<file path="src/rtl/rlp_pkg.sv">
// Package for the repeat label packer: widths, register map, payload and
// control structs, label lookup helper. No dependencies.
package rlp_pkg;

  localparam int MaxRepLimit = 4;
  localparam int TokenBits   = 16;

  localparam int TokenW      = 16;
  localparam int CountW      = 3;
  localparam int LabelCount  = 4;
  localparam int LabelIdxW   = 2;
  localparam int LimCap      = (MaxRepLimit < LabelCount) ? MaxRepLimit : LabelCount;
  localparam logic [TokenW-1:0] TokMask =
      (TokenBits >= TokenW) ? {TokenW{1'b1}} : TokenW'((64'd1 << TokenBits) - 64'd1);

  // APB register map
  localparam int AddrW = 5;
  localparam int DataW = 32;
  localparam logic [2:0] RegMaxReps    = 3'd0;
  localparam logic [2:0] RegLabelOne   = 3'd1;
  localparam logic [2:0] RegLabelTwo   = 3'd2;
  localparam logic [2:0] RegLabelThree = 3'd3;
  localparam logic [2:0] RegLabelFour  = 3'd4;

  // Output buffer
  localparam int FifoDepth = 4;
  localparam int FifoAw    = 2;
  localparam int FifoCntW  = 3;

  typedef struct packed {
    logic [TokenW-1:0] token_in;
    logic              seq_end;
  } rlp_item_t;

  typedef struct packed {
    logic [TokenW-1:0] token_out;
    logic              out_last;
  } rlp_word_t;

  typedef struct packed {
    logic [CountW-1:0]                 max_reps;
    logic [LabelCount-1:0][TokenW-1:0] labels;
  } rlp_cfg_t;

  // Up to two words pushed into the output buffer per item
  typedef struct packed {
    logic [1:0] cnt;
    rlp_word_t  w0;
    rlp_word_t  w1;
  } rlp_push_t;

  // Repeat count 1..4 to label slot 0..3, larger counts use the last slot
  function automatic logic [LabelIdxW-1:0] rlp_label_idx(input logic [CountW-1:0] count);
    logic [LabelIdxW-1:0] idx;
    if (count > CountW'(LabelCount)) begin
      idx = LabelIdxW'(LabelCount - 1);
    end else if (count == '0) begin
      idx = '0;
    end else begin
      idx = LabelIdxW'(count - CountW'(1));
    end
    return idx;
  endfunction

endpackage

</file>
<file path="src/rtl/rlp_stream_if.sv">
// Valid/ready stream interfaces for input items and result words.
// Depends on rlp_pkg for field widths.
interface rlp_in_if;
  import rlp_pkg::*;
  logic              valid;
  logic              ready;
  logic [TokenW-1:0] token_in;
  logic              seq_end;
  modport source(output valid, token_in, seq_end, input ready);
  modport sink(input valid, token_in, seq_end, output ready);
endinterface

interface rlp_out_if;
  import rlp_pkg::*;
  logic              valid;
  logic              ready;
  logic [TokenW-1:0] token_out;
  logic              out_last;
  modport source(output valid, token_out, out_last, input ready);
  modport sink(input valid, token_out, out_last, output ready);
endinterface

</file>
<file path="src/rtl/rlp_cfg_regs.sv">
// APB configuration registers: repeat limit and the four repeat labels.
// Depends on rlp_pkg.
module rlp_cfg_regs (
  input  logic                      clk_i,
  input  logic                      rst_ni,
  input  logic                      psel,
  input  logic                      penable,
  input  logic                      pwrite,
  input  logic [rlp_pkg::AddrW-1:0] paddr,
  input  logic [rlp_pkg::DataW-1:0] pwdata,
  output logic [rlp_pkg::DataW-1:0] prdata,
  output logic                      pready,
  output rlp_pkg::rlp_cfg_t         cfg_o
);
  import rlp_pkg::*;

  rlp_cfg_t   cfg_q, cfg_d;
  logic [2:0] reg_sel;
  logic       wr_en;

  assign reg_sel = paddr[4:2];
  assign wr_en   = psel & penable & pwrite;
  assign pready  = 1'b1;

  // Decode the write
  always_comb begin
    cfg_d = cfg_q;
    if (wr_en) begin
      case (reg_sel)
        RegMaxReps:    cfg_d.max_reps  = pwdata[CountW-1:0];
        RegLabelOne:   cfg_d.labels[0] = pwdata[TokenW-1:0];
        RegLabelTwo:   cfg_d.labels[1] = pwdata[TokenW-1:0];
        RegLabelThree: cfg_d.labels[2] = pwdata[TokenW-1:0];
        RegLabelFour:  cfg_d.labels[3] = pwdata[TokenW-1:0];
        default:       cfg_d = cfg_q;
      endcase
    end
  end

  always_ff @(posedge clk_i or negedge rst_ni) begin
    if (!rst_ni) begin
      cfg_q <= '0;
    end else begin
      cfg_q <= cfg_d;
    end
  end

  // Read back
  always_comb begin
    case (reg_sel)
      RegMaxReps:    prdata = DataW'(cfg_q.max_reps);
      RegLabelOne:   prdata = DataW'(cfg_q.labels[0]);
      RegLabelTwo:   prdata = DataW'(cfg_q.labels[1]);
      RegLabelThree: prdata = DataW'(cfg_q.labels[2]);
      RegLabelFour:  prdata = DataW'(cfg_q.labels[3]);
      default:       prdata = '0;
    endcase
  end

  assign cfg_o = cfg_q;

endmodule

</file>
<file path="src/rtl/rlp_core.sv">
// Input register and run-length decision: absorbs repeats, emits labels
// and tokens as up to two words per item. Depends on rlp_pkg.
module rlp_core (
  input  logic               clk_i,
  input  logic               rst_ni,
  input  logic               in_valid_i,
  input  rlp_pkg::rlp_item_t in_item_i,
  output logic               in_ready_o,
  input  rlp_pkg::rlp_cfg_t  cfg_i,
  input  logic               space_ok_i,
  output rlp_pkg::rlp_push_t push_o
);
  import rlp_pkg::*;

  logic              s1_valid_q, s1_valid_d;
  rlp_item_t         s1_item_q;
  logic              s1_fire;
  logic              in_fire;

  logic [TokenW-1:0] prev_q, prev_d;
  logic              have_prev_q, have_prev_d;
  logic [CountW-1:0] count_q, count_d;

  logic [TokenW-1:0] tok;
  logic [CountW-1:0] lim;
  logic [CountW-1:0] count_inc;
  logic              absorb;

  // Item enters when the stage is empty or drains this cycle
  assign s1_fire    = s1_valid_q & space_ok_i;
  assign in_ready_o = ~s1_valid_q | s1_fire;
  assign in_fire    = in_valid_i & in_ready_o;
  assign s1_valid_d = in_fire | (s1_valid_q & ~s1_fire);

  always_ff @(posedge clk_i or negedge rst_ni) begin
    if (!rst_ni) begin
      s1_valid_q <= 1'b0;
    end else begin
      s1_valid_q <= s1_valid_d;
    end
  end

  always_ff @(posedge clk_i) begin
    if (in_fire) begin
      s1_item_q <= in_item_i;
    end
  end

  // Effective limit: capped by the label count and the build limit
  assign lim       = (cfg_i.max_reps > CountW'(LimCap)) ? CountW'(LimCap) : cfg_i.max_reps;
  assign tok       = s1_item_q.token_in & TokMask;
  assign absorb    = have_prev_q & (tok == prev_q) & (count_q < lim);
  assign count_inc = count_q + CountW'(1);

  // Decide the words and the next run state
  always_comb begin
    push_o      = '0;
    prev_d      = prev_q;
    have_prev_d = have_prev_q;
    count_d     = count_q;
    if (s1_fire) begin
      if (absorb) begin
        count_d = count_inc;
        if (s1_item_q.seq_end) begin
          push_o.cnt          = 2'd1;
          push_o.w0.token_out = cfg_i.labels[rlp_label_idx(count_inc)];
          push_o.w0.out_last  = 1'b1;
        end
      end else begin
        if (count_q != '0) begin
          push_o.cnt          = 2'd2;
          push_o.w0.token_out = cfg_i.labels[rlp_label_idx(count_q)];
          push_o.w0.out_last  = 1'b0;
          push_o.w1.token_out = tok;
          push_o.w1.out_last  = s1_item_q.seq_end;
        end else begin
          push_o.cnt          = 2'd1;
          push_o.w0.token_out = tok;
          push_o.w0.out_last  = s1_item_q.seq_end;
        end
        count_d     = '0;
        prev_d      = tok;
        have_prev_d = 1'b1;
      end
      // Clear the run at the end of a sequence
      if (s1_item_q.seq_end) begin
        prev_d      = '0;
        have_prev_d = 1'b0;
        count_d     = '0;
      end
    end
  end

  always_ff @(posedge clk_i or negedge rst_ni) begin
    if (!rst_ni) begin
      prev_q      <= '0;
      have_prev_q <= 1'b0;
      count_q     <= '0;
    end else begin
      prev_q      <= prev_d;
      have_prev_q <= have_prev_d;
      count_q     <= count_d;
    end
  end

endmodule

</file>
<file path="src/rtl/rlp_out_fifo.sv">
// Four-word result buffer taking up to two words a cycle while it reports room for a pair, giving one.
// Depends on rlp_pkg.
module rlp_out_fifo (
  input  logic               clk_i,
  input  logic               rst_ni,
  input  rlp_pkg::rlp_push_t push_i,
  output logic               space_ok_o,
  output logic               out_valid_o,
  input  logic               out_ready_i,
  output rlp_pkg::rlp_word_t out_word_o
);
  import rlp_pkg::*;

  rlp_word_t           mem_q [FifoDepth];
  logic [FifoAw-1:0]   wr_ptr_q, wr_ptr_d;
  logic [FifoAw-1:0]   rd_ptr_q, rd_ptr_d;
  logic [FifoCntW-1:0] cnt_q, cnt_d;
  logic [FifoAw-1:0]   wr_ptr_nxt;
  logic                pop;

  // Room for a full pair, judged before this cycle's pop
  assign space_ok_o  = cnt_q <= FifoCntW'(FifoDepth - 2);
  assign out_valid_o = cnt_q != '0;
  assign out_word_o  = mem_q[rd_ptr_q];
  assign pop         = out_valid_o & out_ready_i;
  assign wr_ptr_nxt  = wr_ptr_q + FifoAw'(1);

  assign wr_ptr_d = wr_ptr_q + FifoAw'(push_i.cnt);
  assign rd_ptr_d = rd_ptr_q + FifoAw'(pop);
  assign cnt_d    = cnt_q + FifoCntW'(push_i.cnt) - FifoCntW'(pop);

  always_ff @(posedge clk_i or negedge rst_ni) begin
    if (!rst_ni) begin
      wr_ptr_q <= '0;
      rd_ptr_q <= '0;
      cnt_q    <= '0;
    end else begin
      wr_ptr_q <= wr_ptr_d;
      rd_ptr_q <= rd_ptr_d;
      cnt_q    <= cnt_d;
    end
  end

  // Store the pushed words
  always_ff @(posedge clk_i) begin
    if (push_i.cnt != 2'd0) begin
      mem_q[wr_ptr_q] <= push_i.w0;
    end
    if (push_i.cnt == 2'd2) begin
      mem_q[wr_ptr_nxt] <= push_i.w1;
    end
  end

endmodule

</file>
<file path="src/rtl/repeat_label_packer.sv">
// Repeat label packer top level: input register, run decision, result buffer.
// Path: an accepted item is held in the input register, then its words are written into the result buffer.
// Throughput: one item per cycle when each yields at most one word and the receiver does not stall; an
// item giving a label and a token holds the single output port for both words.
// Reset: asynchronous active low, clears run state, buffer and registers.
// Depends on rlp_pkg, rlp_stream_if, rlp_cfg_regs, rlp_core, rlp_out_fifo.
module repeat_label_packer (
  input  logic                      clk_i,
  input  logic                      rst_ni,
  rlp_in_if.sink                    in_i,
  rlp_out_if.source                 out_o,
  input  logic                      psel,
  input  logic                      penable,
  input  logic                      pwrite,
  input  logic [rlp_pkg::AddrW-1:0] paddr,
  input  logic [rlp_pkg::DataW-1:0] pwdata,
  output logic [rlp_pkg::DataW-1:0] prdata,
  output logic                      pready
);
  import rlp_pkg::*;

  rlp_cfg_t  cfg;
  rlp_item_t in_item;
  rlp_push_t push;
  rlp_word_t out_word;
  logic      space_ok;
  logic      in_ready;
  logic      out_valid;

  assign in_item.token_in = in_i.token_in;
  assign in_item.seq_end  = in_i.seq_end;
  assign in_i.ready       = in_ready;

  rlp_cfg_regs u_cfg (
    .clk_i   (clk_i),
    .rst_ni  (rst_ni),
    .psel    (psel),
    .penable (penable),
    .pwrite  (pwrite),
    .paddr   (paddr),
    .pwdata  (pwdata),
    .prdata  (prdata),
    .pready  (pready),
    .cfg_o   (cfg)
  );

  rlp_core u_core (
    .clk_i      (clk_i),
    .rst_ni     (rst_ni),
    .in_valid_i (in_i.valid),
    .in_item_i  (in_item),
    .in_ready_o (in_ready),
    .cfg_i      (cfg),
    .space_ok_i (space_ok),
    .push_o     (push)
  );

  rlp_out_fifo u_fifo (
    .clk_i       (clk_i),
    .rst_ni      (rst_ni),
    .push_i      (push),
    .space_ok_o  (space_ok),
    .out_valid_o (out_valid),
    .out_ready_i (out_o.ready),
    .out_word_o  (out_word)
  );

  assign out_o.valid     = out_valid;
  assign out_o.token_out = out_word.token_out;
  assign out_o.out_last  = out_word.out_last;

`ifndef SYNTHESIS
  // Never push more than a label and a token
  assert property (@(posedge clk_i) disable iff (!rst_ni) push.cnt != 2'd3)
    else $error("push count out of range");

  // Push only when the buffer reported room for a pair
  assert property (@(posedge clk_i) disable iff (!rst_ni) (push.cnt != 2'd0) |-> space_ok)
    else $error("push into full result buffer");

  // After any push the buffer shows a word on the output next cycle
  assert property (@(posedge clk_i) disable iff (!rst_ni)
      (push.cnt != 2'd0) |=> out_o.valid)
    else $error("pushed word not presented");
`endif

endmodule

</file>
<file path="src/flat_wrapper.sv">
// flat-port wrapper written by rule: the top's interface ports become plain ports
module repeat_label_packer_flat import rlp_pkg::*;
  (clk_i, rst_ni, psel, penable, pwrite, paddr, pwdata, prdata, pready, in_i_valid, in_i_token_in, in_i_seq_end, in_i_ready, out_o_valid, out_o_token_out, out_o_out_last, out_o_ready);
  rlp_in_if in_i_i ();
  rlp_out_if out_o_i ();
  input  logic clk_i;
  input  logic rst_ni;
  input  logic psel;
  input  logic penable;
  input  logic pwrite;
  input  logic [rlp_pkg::AddrW-1:0] paddr;
  input  logic [rlp_pkg::DataW-1:0] pwdata;
  output logic [rlp_pkg::DataW-1:0] prdata;
  output logic pready;
  input wire logic [$bits(in_i_i.valid)-1:0] in_i_valid;
  input wire logic [$bits(in_i_i.token_in)-1:0] in_i_token_in;
  input wire logic [$bits(in_i_i.seq_end)-1:0] in_i_seq_end;
  output wire logic [$bits(in_i_i.ready)-1:0] in_i_ready;
  output wire logic [$bits(out_o_i.valid)-1:0] out_o_valid;
  output wire logic [$bits(out_o_i.token_out)-1:0] out_o_token_out;
  output wire logic [$bits(out_o_i.out_last)-1:0] out_o_out_last;
  input wire logic [$bits(out_o_i.ready)-1:0] out_o_ready;
  assign in_i_i.valid = in_i_valid;
  assign in_i_i.token_in = in_i_token_in;
  assign in_i_i.seq_end = in_i_seq_end;
  assign in_i_ready = in_i_i.ready;
  assign out_o_valid = out_o_i.valid;
  assign out_o_token_out = out_o_i.token_out;
  assign out_o_out_last = out_o_i.out_last;
  assign out_o_i.ready = out_o_ready;
  repeat_label_packer u_core (.clk_i(clk_i), .rst_ni(rst_ni), .in_i(in_i_i), .out_o(out_o_i), .psel(psel), .penable(penable), .pwrite(pwrite), .paddr(paddr), .pwdata(pwdata), .prdata(prdata), .pready(pready));
endmodule
</file>
<file path="config.mk">
export PLATFORM = sky130hd
export DESIGN_NAME = repeat_label_packer_flat
export DESIGN_NICKNAME = d
export VERILOG_FILES = /design/src/rtl/rlp_pkg.sv /design/src/rtl/rlp_stream_if.sv /design/src/rtl/rlp_cfg_regs.sv /design/src/rtl/rlp_core.sv /design/src/rtl/rlp_out_fifo.sv /design/src/rtl/repeat_label_packer.sv /design/src/flat_wrapper.sv
export SDC_FILE = /design/constraint.sdc
export NUM_CORES = 1
export LEC_CHECK = 0
export ABC_CLOCK_PERIOD_IN_PS = 4700
export BUFFER_PORTS_ARGS = -buffer_cell sky130_fd_sc_hd__buf_4
export CAP_MARGIN = 20
export CORE_MARGIN = 1
export CORE_UTILIZATION = 55
export DETAILED_ROUTE_END_ITERATION = 16
export GPL_ROUTABILITY_DRIVEN = 0
export PLACE_DENSITY = 0.77
export SLEW_MARGIN = 20
export SYNTH_ARGS = -nofsm -noshare
export SYNTH_HDL_FRONTEND = slang
export SYNTH_SLANG_ARGS = --single-unit
export TNS_END_PERCENT = 10
</file>
<file path="constraint.sdc">
create_clock -name clk_i -period 4.7 [get_ports clk_i]
set_input_delay 0.235 -clock clk_i [delete_from_list [all_inputs] [get_ports clk_i]]
set_output_delay 0.235 -clock clk_i [all_outputs]
set_load 0.05 [all_outputs]
</file>
==> results.yml <==
yosys:
  syn_inst: 906
  async_flop_share_pct: 52.8
  ys.flop_type: "dfrtp_1"
  yosys_warnings: 0
  synth_area_per_cell_um2: 11.3
  yosys-top-cells-area: "edfxtp_1 25%, dfrtp_1 23%, mux2_2 9.0%"
  ys_seq_elements: 180
  yosysUniqueCellTypes: 58
  yosysTopAreaCell: "edfxtp_1"
  netlist.area_leader.share_pct: 24.9
  syn_area_um2: 10300
  seq_area_frac_synth_pct: 48.0
  synth_edf_count: 85
sta:
  fin_crit_sh_pct: 77.3
  maxSlewViolCount: 0
  tightest_slew_ns: 0.968
  fmax_mhz: 275
  fin_setup_tns_ns: 0
  setup_viol: 0
  hold_viol: 0
  rsz0062_at_grt: "no"
  layout_min_cycle_time_ns: 3.63
  finClkSkew_ns: 0.00920
  slew_headroom_pct: 35.4
floorplan:
  die_h_um: 139
  die_w_um: 139
  dieArea_um2: 19200
  fp-row-count: 49
  coreArea_um2: 18100
  start_util_pct: 56.6
  pin_count: 113
final_layout:
  antenna_cells: 0
  drive_above_1_share_pct: 26.6
  syn_to_final_growth_pct: 14.2
  layout_common_cells: "100 x buf_4, 94 x dfrtp_1, 85 x edfxtp_1"
  final_net_count: 1037
  utilization_pct: 64.6
  final_common_cell: "buf_4"
routing:
  drt_wl_total_um: 27400
  dr.first_iter.drc_count: 888
  wl_per_cell_um: 22.7
  ant_nets: 0
  first_pass_iters: 12
  avgViaCountPerCell: 6.68
  route.detailed.drc: 19
  vias: 8052
cts:
  worstSkewPairLatency_ns: 0.44
  root_buffer: "clkbuf_16"
  clk_pin_slew_ns: 0.07
  clockBufferDepth: 2
  htreeDepth: 4
  cts.sinks: 180
  cts_tree: "done"
  cts_buffers: 17
place:
  port_buffers: 77
  place_hpwl_um: 18600
power:
  cellLeakagePower_uw: 0.00473
  vdd_drop_max_mv: 0.314
  power_density_nw_per_um2: 535
setup_path:
  r2r_setup_slack_ns: 1.07
  startpoint_type: "flip-flop"
  worstSetupPathType: "reg2reg"
  worstPathRequired_ns: 5.03
  end_kind: "flip-flop"
  arrival_ns: 3.96
  cp_max_fo: 28
run:
  maxCapViolCount: 0
hold_path:
  min_path_type: "in2reg"
global_routing:
  grt_pass1_wl_um: 43000
  grt_max_degree: 70
  grt_pass1_vias: 7751
  antenna_found_initial: 0
  grt.overflow.total: 0
  globalRouteTotalUtil_pct: 29.1
status:
  status: "finished, violations left"
  violations: "design-rule violations"
cell usage after synthesis (11+ instances only):
cell type  instances
a21oi_1           42
buf_4             19
mux2i_1           16
edfxtp_1          85
xor2_1            20
o2111ai_1         12
nand2b_1          15
buf_2             14
nor3_1            13
o31ai_1           13
dfrtp_1           95
a22oi_1           22
and2_1            16
clkbuf_1          54
o221ai_1          53
o21ai_0           54
nand2_1           45
mux2_2            82
nor2_1            13
o21ba_2           11
ha_1              11
o22ai_1           51
inv_1             24
mux4_2            17
a21boi_0          12
path summary, 6_finish.rpt:
path | startpoint | endpoint | cells past startpoint
min | pwdata[7] | u_core.u_cfg.cfg_o[23]$_DFFE_PN0P_ | 2
min in group asynchronous | rst_ni | u_core.u_core.s1_valid_q$_DFF_PN0_ | 2
max reg2reg | u_core.u_core.count_q[0]$_DFFE_PN0P_ | u_core.u_fifo.cnt_q[2]$_DFF_PN0_ | 14
max | u_core.u_core.count_q[0]$_DFFE_PN0P_ | u_core.u_fifo.cnt_q[2]$_DFF_PN0_ | 14
max in group asynchronous | rst_ni | u_core.u_cfg.cfg_o[9]$_DFFE_PN0P_ | 3
min reg2reg | u_core.u_fifo.cnt_q[2]$_DFF_PN0_ | u_core.u_fifo.cnt_q[2]$_DFF_PN0_ | 1
per-layer routing:
metal	track usage, %	wire (µm)
met1	40.5	11400
met2	43.6	12200
met3	6.53	2780
met4	13.5	957
met5	0	0
timing repair:
action / CTS / global route
buffers inserted: 0 / 0
resized for setup: 0 / 0
endpoints found under the hold margin: 86 / 0
hold buffers: 19 / 0
state kept, by name, summed over array words and instances, names as in the netlist:
signal and count:
u_core.u_fifo.mem_q 68, u_core.u_cfg.cfg_o 67, u_core.u_core.prev_q 16, u_core.u_core.tok 16
u_core.u_core.count_q 3, u_core.u_fifo.cnt_q 3, u_core.u_fifo.rd_ptr_q 2, u_core.u_fifo.wr_ptr_q 2
u_core.u_core.have_prev_q 1, u_core.u_core.s1_item_q 1, u_core.u_core.s1_valid_q 1
final cells by class:
type	instances	area (µm²)
fillers	1395	6420
flip-flops and latches	180	4930
multi-input cells	621	4870
repair buffers	119	941
clock buffers	21	494
well taps	229	287
clock inverters	11	113
inverters	25	93.8
power breakdown:
group | total (µW) | switching, µW | internal, µW
combinational | 2300 | 1430 | 876
clock | 1450 | 626 | 821
sequential | 2530 | 397 | 2130
total | 6280 | 2450 | 3830
per-stage QoR:
| stage | hold slack, ns | power (µW) | worst slack [ns] | area, µm² | instances |
|---|---|---|---|---|---|
| 2_1_floorplan | -0.0606 | 4100 | 1.12 | 10300 | 921 |
| 3_3_place_gp | 0.407 | 4730 | 1.22 | 10900 | 1154 |
| 3_5_place_dp | 0.411 | 4810 | 1.14 | 10900 | 1154 |
| 4_1_cts | 0.0429 | 6270 | 1.14 | 11700 | 1205 |
| 5_1_grt | 0.0503 | 6540 | 0.890 | 11700 | 1206 |
| 6_report | 0.0511 | 6280 | 1.07 | 11700 | 1206 |
critical path, stage by stage (launching register included):
cell and delay (ns):
dfrtp_1 0.52, or3b_1 0.43, a21oi_2 0.20, o211ai_1 0.16
nor2_2 0.14, buf_4 0.31, nor2_1 0.19, or2_2 0.34
ha_1 0.29, inv_1 0.06, ha_1 0.13, inv_1 0.05
fa_1 0.39, xor2_1 0.17, xnor2_1 0.12
cells by family (layout without fill, tap and decap cells):
| logic type | count (synthesis) | after routing | share of synthesized area (%) |
|---|---|---|---|
| compound gates | 306 | 306 | 20.7 |
| xor+xnor | 24 | 24 | 2.05 |
| fa+ha+maj | 12 | 12 | 1.54 |
| buf+inv | 120 | 176 | 5.40 |
| flops | 180 | 180 | 48.0 |
| mux | 120 | 120 | 15.0 |
| other cells | 2 | 17 | 0.0732 |
| simple gates | 142 | 142 | 7.17 |
Note: power is estimated with default switching activity, not from simulation.
